### src/rtl/core/priority_task_list_scheduler_defines.svh
// Assertion macros for the priority task list scheduler.
// Used by the top level; expects signals clk and rst in scope.
`ifndef PRIORITY_TASK_LIST_SCHEDULER_DEFINES_SVH
`define PRIORITY_TASK_LIST_SCHEDULER_DEFINES_SVH

// Same-cycle implication checked at every clock edge outside reset.
`define PTL_ASSERT_NOW(label, ante, cons, msg) \
  label: assert property (@(posedge clk) disable iff (rst) (ante) |-> (cons)) \
    else $error(msg);

// Next-cycle implication checked at every clock edge outside reset.
`define PTL_ASSERT_NEXT(label, ante, cons, msg) \
  label: assert property (@(posedge clk) disable iff (rst) (ante) |=> (cons)) \
    else $error(msg);

`endif

### src/rtl/core/ptl_pkg.sv
// Shared types and codes of the priority task list scheduler.
// No dependencies.
package ptl_pkg;

  localparam logic [1:0] REQ_ADD    = 2'd0;
  localparam logic [1:0] REQ_DEL    = 2'd1;
  localparam logic [1:0] REQ_STEP   = 2'd2;
  localparam logic [1:0] REQ_UNUSED = 2'd3;

  localparam logic [1:0] ST_OK   = 2'd0;
  localparam logic [1:0] ST_FULL = 2'd1;
  localparam logic [1:0] ST_BAD  = 2'd2;
  localparam logic [1:0] ST_DONE = 2'd3;

  typedef struct packed {
    logic [1:0]  req_type;
    logic [15:0] priority_req;
    logic [15:0] task_tag;
    logic [4:0]  slot;
  } request_t;

  typedef struct packed {
    logic [1:0]  status;
    logic [4:0]  out_slot;
    logic [15:0] out_tag;
  } response_t;

  // Write enables of the task table, one per field group.
  typedef struct packed {
    logic link_next;
    logic link_prev;
    logic info;
    logic defer;
  } tbl_wen_t;

endpackage

### src/rtl/core/ptl_table.sv
// Per-slot task table: links, priority, tag and deferred mark.
// One write port and one shared read port with registered read data; uses ptl_pkg.
module ptl_table #(
  parameter int MAX_TASKS = 32,
  parameter int IW = 5,
  parameter int LW = 6
) (
  input  logic                clk,
  input  logic [IW-1:0]       rd_addr,
  input  logic [IW-1:0]       wr_addr,
  input  ptl_pkg::tbl_wen_t   wen,
  input  logic [LW-1:0]       wr_next,
  input  logic [LW-1:0]       wr_prev,
  input  logic [15:0]         wr_prio,
  input  logic [15:0]         wr_handle,
  input  logic                wr_def,
  output logic [LW-1:0]       rd_next,
  output logic [LW-1:0]       rd_prev,
  output logic [15:0]         rd_prio,
  output logic [15:0]         rd_handle,
  output logic                rd_def
);

  logic [LW-1:0] next_mem   [MAX_TASKS];
  logic [LW-1:0] prev_mem   [MAX_TASKS];
  logic [15:0]   prio_mem   [MAX_TASKS];
  logic [15:0]   handle_mem [MAX_TASKS];
  logic          def_mem    [MAX_TASKS];

  always_ff @(posedge clk) begin
    if (wen.link_next) next_mem[wr_addr] <= wr_next;
    if (wen.link_prev) prev_mem[wr_addr] <= wr_prev;
    if (wen.info) begin
      prio_mem[wr_addr]   <= wr_prio;
      handle_mem[wr_addr] <= wr_handle;
    end
    if (wen.defer) def_mem[wr_addr] <= wr_def;
    rd_next   <= next_mem[rd_addr];
    rd_prev   <= prev_mem[rd_addr];
    rd_prio   <= prio_mem[rd_addr];
    rd_handle <= handle_mem[rd_addr];
    rd_def    <= def_mem[rd_addr];
  end

endmodule

### config.mk
export PLATFORM = sky130hd
export DESIGN_NAME = ptl_table
export DESIGN_NICKNAME = d
export VERILOG_FILES = /design/src/rtl/core/priority_task_list_scheduler_defines.svh /design/src/rtl/core/ptl_pkg.sv /design/src/rtl/core/ptl_table.sv
export SDC_FILE = /design/constraint.sdc
export NUM_CORES = 1
export LEC_CHECK = 0
export BUFFER_PORTS_ARGS = -buffer_cell sky130_fd_sc_hd__buf_4
export CORE_MARGIN = 2
export CORE_UTILIZATION = 67
export DETAILED_ROUTE_END_ITERATION = 16
export PLACE_DENSITY = 0.84
export SKIP_LAST_GASP = 1
export SLEW_MARGIN = 20
export SYNTH_ARGS = -nofsm -noshare
export SYNTH_HDL_FRONTEND = slang
export SYNTH_SLANG_ARGS = --single-unit
### constraint.sdc
create_clock -name clk -period 5.8 [get_ports clk]
set_input_delay 1.16 -clock clk [delete_from_list [all_inputs] [get_ports clk]]
set_output_delay 1.16 -clock clk [all_outputs]
set_load 0.02 [all_outputs]
==> run metrics, run 1 <==
starting density of the core 67.7%; share of post-route cells with drive strength above 1 11.7%; layout overhead on the synthesized area 11.3%; total standard cell area after synthesis 57700 sq um; worst-case headroom to the max-slew limit 23.2%; post-cts hold buffer count 0; critical-path cell with the highest stage delay sky130_fd_sc_hd__buf_8; routability-driven placement congestion ratio 0.892; Core Area 85300 sq um; most frequent standard cell in the layout excluding fill and tap cells sky130_fd_sc_hd__edfxtp_1; YS warnings 0; path type of the worst min-delay path flip-flop to flip-flop; highest fanout seen on the critical path 89; CTS sink cnt 1485; site row count 107; basic-gate share of the synthesized area counting and, or, nand and nor cells 4.27%; status finished clean; Vias 31677; buffers from clock root to sink, at most 3; cell types occupying the most area after synthesis sky130_fd_sc_hd__edfxtp_1 75%, sky130_fd_sc_hd__mux2i_1 12%, sky130_fd_sc_hd__a22oi_1 1.8%, sky130_fd_sc_hd__dfxtp_1 1.6%, sky130_fd_sc_hd__and2_1 1.4%; worst-case reg-to-reg path depth 5; dpl ws 2.15 ns; Max Cap Violations 0; DRC marker count from the first detailed-route iteration 4322; clock transition at the register clock pins on the worst setup and hold paths after CTS 0.06 ns; Wirelength per Cell 29.7 microns; Worst Hold Margin 0.593 ns; post-route setup slack 2.68 ns; Setup CP Type primary input to flip-flop; buffer type at the clock tree root sky130_fd_sc_hd__clkbuf_16; share of the synthesized area in the top cell type 74.9%; power per cell area 351 nW/um^2; sequential cell area in the final layout 44100 sq um; horizontal die dimension 298 microns; minimum setup slack among reg-to-reg paths 4.30 ns; Highest Clock Rate 321 MHz; DRC violation count after routing 0; Post-CTS Resized 0; Die H 298 microns; synthesized net count 3359; xor and xnor fraction of the mapped netlist area 0%; TritonCTS clock tree built; IR Drop Worst-Case VDD 0.328 mV; Worst-Margin Slew 1.15 ns; number of clock buffers inserted by TritonCTS 142; Leak 0.0227 uW; sum of overflow across all layers after global routing 0; origin of the worst setup path rd_addr[0]; detailed-route vias per instance 6.78; share of cell area taken by muxes after synthesis 12.5%; vias in the first global route 32047; number of H-tree levels 4; count of final max-slew check failures 0; CP cell instances buf_8 > buf_12 > mux2i_1 > a22o_1 > nor3_1 > a31oi_1 > nand3_1; post-synth top area cell sky130_fd_sc_hd__edfxtp_1; synthesized area divided by synthesized cell count 17.5 sq um; Netlist cell types 25; half-perimeter wire length of the detailed placement result 74.0 mm; number of nets still failing antenna checks after routing 0; Seq/Total Area, Yosys 76.5%; antenna violations before repair 2; adder and majority gate portion of the synthesized area 0%; first-pass GRT wire length 203 mm; detailed-routing iteration count for the pre-antenna-repair pass 6; # nets final 3471; signal arrival time at the worst endpoint 3.70 ns; final worst-path cycle share 53.7%; Worst Setup EP rd_prev[4]; setup repair after global routing missed its margin false; Crit. End Element flip-flop; Req. time, crit path 6.38 ns; number of synthesized register bits 1485; fill cell instance count of the final layout 4515; Reg-to-Reg End rd_prev[4]; Final Setup Violations 0; synthesized netlist cell count 3299; synthesized-area fraction occupied by ao, oa, aoi and oai cells 4.78%; Sum Neg Setup Slack 0 ns; beginning of the worst register-to-register path prev_mem[5][4]; combinational family with the most area after synthesis multiplexers; routed wire length 139 mm; pin count of the biggest net entering global routing 104; number of post-CTS setup repair buffers 0; utilization after layout 75.3%; insertion delay of the later-clocked pin in the worst-skew pair 0.72 ns; Overall Power 22600 uW; GR Util All Layers 31.2%; die footprint 88500 sq um; Tmin final 3.12 ns; most used cells in the layout excluding fill and tap cells 1440 x sky130_fd_sc_hd__edfxtp_1, 720 x sky130_fd_sc_hd__mux2i_1, 148 x sky130_fd_sc_hd__clkbuf_16; count of buffers from port buffering 104; Worst Skew 0.0266 ns; number of placed I/O pins 105; crit path launch type primary input; Final Hold Viols 0; peak per-stage delay on the critical path 0.72 ns; area of the multi-input gates 12500 sq um
## layout make-up
cell class	count	share of cell area (%)
Clock inverter	62	1.15
Multi-Input combinational cell	1621	19.5
Sequential cell	1485	68.7
Timing Repair Buffer	161	2.20
Antenna cell	1	0.00389
Tap cell	1144	2.23
Clock buffer	195	6.26
## cells by family (layout without fill, tap and decap cells)
logic type / Yosys count / count (layout)
AND/OR/NAND/NOR: 496 / 496
flip-flops: 1485 / 1485
other: 0 / 1
AO/OA/AOI/OAI: 405 / 405
multiplexers: 720 / 720
buffers and inverters: 193 / 418
## stage by stage
step	instances	instance area, sq um
after floorplan	3299	57700
after CTS	4668	64200
after detailed placement	4411	59500
final	4669	64300
after global routing	4668	64200
after global placement	4410	59500
## cells in the mapped netlist
| library cell | number |
|---|---|
| sky130_fd_sc_hd__buf_4 | 38 |
| sky130_fd_sc_hd__nor3_1 | 45 |
| sky130_fd_sc_hd__and2_1 | 129 |
| sky130_fd_sc_hd__edfxtp_1 | 1440 |
| sky130_fd_sc_hd__mux2i_1 | 720 |
| sky130_fd_sc_hd__nand2_1 | 138 |
| sky130_fd_sc_hd__clkbuf_4 | 1 |
| sky130_fd_sc_hd__clkbuf_1 | 70 |
| sky130_fd_sc_hd__nand2b_1 | 4 |
| sky130_fd_sc_hd__or3_1 | 1 |
| sky130_fd_sc_hd__buf_2 | 50 |
| sky130_fd_sc_hd__or3b_2 | 2 |
| sky130_fd_sc_hd__nand3b_1 | 3 |
| sky130_fd_sc_hd__a22oi_1 | 135 |
| sky130_fd_sc_hd__nor2_1 | 33 |
| sky130_fd_sc_hd__nor2b_1 | 2 |
| sky130_fd_sc_hd__or2_2 | 2 |
| sky130_fd_sc_hd__a22o_1 | 90 |
| sky130_fd_sc_hd__a31oi_1 | 45 |
| sky130_fd_sc_hd__nor2_4 | 1 |
| sky130_fd_sc_hd__a21oi_1 | 135 |
| sky130_fd_sc_hd__dfxtp_1 | 45 |
| sky130_fd_sc_hd__buf_1 | 4 |
| sky130_fd_sc_hd__buf_6 | 30 |
| sky130_fd_sc_hd__nand3_1 | 136 |
## per-layer routing
layer / up-vias / share of wire [%] / wire (microns) / track usage [%]
met2: 2269 / 49 / 67300 / 50.5
met4: 4 / 4.0 / 5520 / 12.8
met5: - / 0.019 / 26 / 0
li1: 13181 / - / - / -
met3: 411 / 12 / 16000 / 7.24
met1: 15812 / 36 / 49800 / 41.3
## worst max-delay path: cells and delay by family
kind                   cells  cell delay (ns)
buffers and inverters      2             1.24
AO/OA/AOI/OAI              2             0.56
multiplexers               1             0.31
AND/OR/NAND/NOR            2             0.21
## registers in the layout (all words and copies together), names as in the netlist, 6 cells and up
signal and count:
rd_prio 16, prev_mem 192, def_mem 32, prio_mem 512, next_mem 192, handle_mem 512
rd_prev 6, rd_handle 16, rd_next 6
## worst min-delay path by stage
stage                           start      endpoint  slack (ns)  cells after the start
floorplan                 def_mem[16]        rd_def        0.55                      4
global placement    handle_mem[16][9]  rd_handle[9]        0.57                      4
detailed placement    next_mem[26][3]    rd_next[3]        0.58                      4
CTS                 handle_mem[16][9]  rd_handle[9]        0.60                      4
global route        handle_mem[26][6]  rd_handle[6]        0.64                      4
finish              handle_mem[16][9]  rd_handle[9]        0.59                      4
## report_power, final
group	internal [uW]	total, uW	switching [uW]
combinational	394	1190	794
sequential	11900	12000	64.3
clock	5560	9400	3840
Power figures use the tool's default switching activity.
==> run 2, diff against run 1 <==
Settings changed: CORE_UTILIZATION 67 to 62, PLACE_DENSITY 0.84 to 0.79.
Clock period 5.8 ns to 3.2 ns, I/O delays scaled along.
==> run metrics, run 2 (synthesis gave the netlist of run 1 again) <==
number of post-CTS setup repair buffers 0 (unchanged); post-route setup slack 1.08 ns (-1.61 ns); detailed-route vias per instance 6.36 (-6.2%); Die H 309 microns (+3.9%); Req. time, crit path 3.57 ns (-2.81 ns); share of post-route cells with drive strength above 1 12.7% (+0.96 points); dpl ws 0.411 ns (-1.74 ns); number of placed I/O pins 105 (unchanged); detailed-routing iteration count for the pre-antenna-repair pass 5 (-1); share of total power consumed by net switching 21.4% (+0.58 points); insertion delay of the later-clocked pin in the worst-skew pair 0.76 ns (+0.04 ns); combinational group share of total power 5.5% (+0.2 points); Worst-Margin Slew 1.19 ns (+0.0395 ns); power per cell area 616 nW/um^2 (+75%); hold depth 1 (-3); CTS sink cnt 1485 (unchanged); leading registers by flop count handle_mem: 512 flops, prio_mem: 512 flops; first-pass GRT wire length 198 mm (-2.7%); routability-driven placement congestion ratio 0.881 (-1.3%); most used cells in the layout excluding fill and tap cells 1440 x sky130_fd_sc_hd__edfxtp_1, 720 x sky130_fd_sc_hd__mux2i_1, 178 x sky130_fd_sc_hd__buf_4; critical-path cell with the highest stage delay sky130_fd_sc_hd__buf_4; Core Area 91900 sq um (+7.8%); Crit. End Element flip-flop; # nets final 3530 (+1.7%); number of nets still failing antenna checks after routing 0 (unchanged); highest fanout seen on the critical path 32 (-64%); final worst-path cycle share 66.3%; Overall Power 39900 uW (+77%); Post-CTS Resized 0 (unchanged); Leak 0.0229 uW (+0.89%); GR Util All Layers 28.5% (-2.7 points); most frequent standard cell in the layout excluding fill and tap cells sky130_fd_sc_hd__edfxtp_1; setup repair after global routing missed its margin false; routed wire length 135 mm (-2.7%); count of final max-slew check failures 0 (unchanged); Worst Skew 0.0317 ns (+0.00516 ns); crit path launch type primary input; placed cells 4570 (+3.6%); antenna violations before repair 6 (+4); Vias 30757 (-2.9%); most frequent cell on the critical path sky130_fd_sc_hd__buf_4; Final Hold Viols 0 (unchanged); WP buf/inv 2 (unchanged); CP cell instances buf_4 > or2_2 > nor2_1 > and2_2 > buf_4; layout overhead on the synthesized area 12.3%; sum of overflow across all layers after global routing 0 (unchanged); portion of total power attributed to the clock network 40.0% (-1.6 points); peak per-stage delay on the critical path 0.53 ns (-0.19 ns); Tmin final 2.12 ns; fill cell instance count of the final layout 5555 (+23%); signal arrival time at the worst endpoint 2.49 ns (-1.21 ns); DRC marker count from the first detailed-route iteration 3445 (-20%); critical path's top delay family simple AND/OR/NAND/NOR gates; Sum Neg Setup Slack 0 ns (unchanged); utilization after layout 70.5% (-4.8 points); share of total power in sequential cells 54.5% (+1.4 points); Setup CP Type primary input to flip-flop; vias in the first global route 31074 (-3.0%); buffers from clock root to sink, at most 3 (unchanged); number of H-tree levels 4 (unchanged); post-cts hold buffer count 0 (unchanged); horizontal die dimension 309 microns (+3.9%); starting density of the core 62.8% (-4.9 points); site row count 111 (+3.7%); NetSw 8530 uW (+82%); Wirelength per Cell 27.9 microns (-6.0%); TritonCTS clock tree built; number of clock buffers inserted by TritonCTS 141 (-0.70%); clock transition at the register clock pins on the worst setup and hold paths after CTS 0.06 ns (about the same); pin count of the biggest net entering global routing 78 (-25%); worst-case reg-to-reg path depth 5 (unchanged); Highest Clock Rate 471 MHz; half-perimeter wire length of the detailed placement result 79.1 mm (+6.9%); non-filler instance count after layout 4834 (+3.5%); status finished clean; die footprint 95600 sq um (+8.0%); worst-case headroom to the max-slew limit 20.6% (-2.6 points); buffer type at the clock tree root sky130_fd_sc_hd__clkbuf_16; Final Setup Violations 0 (unchanged); Max Cap Violations 0 (unchanged); count of buffers from port buffering 104 (unchanged); Levels on crit path 5 (-2); IR Drop Worst-Case VDD 0.593 mV (+81%); path type of the worst min-delay path primary input to flip-flop; DRC violation count after routing 0 (unchanged); Int Power 31400 uW (+75%)
-- run 2: cell count changes in the layout (fill, tap and decap cells not counted), sizes merged --
| cell | before | now |
|---|---|---|
| buf | 161 | 221 |
| bufinv | 16 | 5 |
| clkinv | 43 | 49 |
| clkbuf | 195 | 199 |
| inv | 2 | 5 |
| clkinvlp | 1 | 3 |
| diode | 1 | 3 |
-- run 2: area by class of cell --
cell class / count / area [sq um] / share of cell area (%)
Sequential cell: 1485 / 44100 / 68.1
Timing Repair Buffer: 221 / 2190 / 3.38
Clock inverter: 62 / 534 / 0.824
Tap cell: 1243 / 1560 / 2.40
Clock buffer: 199 / 3920 / 6.04
Multi-Input combinational cell: 1621 / 12500 / 19.3
Antenna cell: 3 / 7.51 / 0.0116
-- run 2: power by group through the flow --
| stage | Sequential [uW] | Combinational (uW) | Clock, uW |
|---|---|---|---|
| final | 21700 | 2200 | 16000 |
| after global placement | 22100 | 2110 | 0 |
| after CTS | 21700 | 2190 | 16100 |
| after floorplan | 22200 | 1140 | 0 |
| after detailed placement | 22200 | 2180 | 0 |
| after global routing | 21700 | 2330 | 16900 |
-- run 2: metrics by stage --
step	cell area, sq um	hold slack [ns]
after floorplan	57700	0.554
after global placement	60400	0.575
after detailed placement	60400	0.592
after CTS	64800	0.262
after global routing	64800	0.283
final	64800	0.305
-- run 2: final timing paths --
path	startpoint	endpoint	slack, ns
setup / recovery	wr_addr[1]	prio_mem[24][7]	1.08
hold reg to reg	prio_mem[26][10]	rd_prio[10]	0.59
hold / removal	wr_handle[15]	handle_mem[25][15]	0.30
setup reg to reg	prio_mem[1][9]	rd_prio[9]	1.63
-- run 2: worst register-to-register path: cells and delay by family, from the launching register on --
kind,cells,cell delay [ns]
flops,1,0.33
compound gates,2,0.43
simple gates,2,0.68
mux,1,0.07
-- run 2: per-layer routing --
metal,GRT usage (%),vias to the layer above,share of wire (%)
li1,-,13318,-
met5,0,-,0.020
met1,37.6,15586,38
met3,5.30,285,8.5
met4,10.5,4,3.2
met2,47.8,1564,50
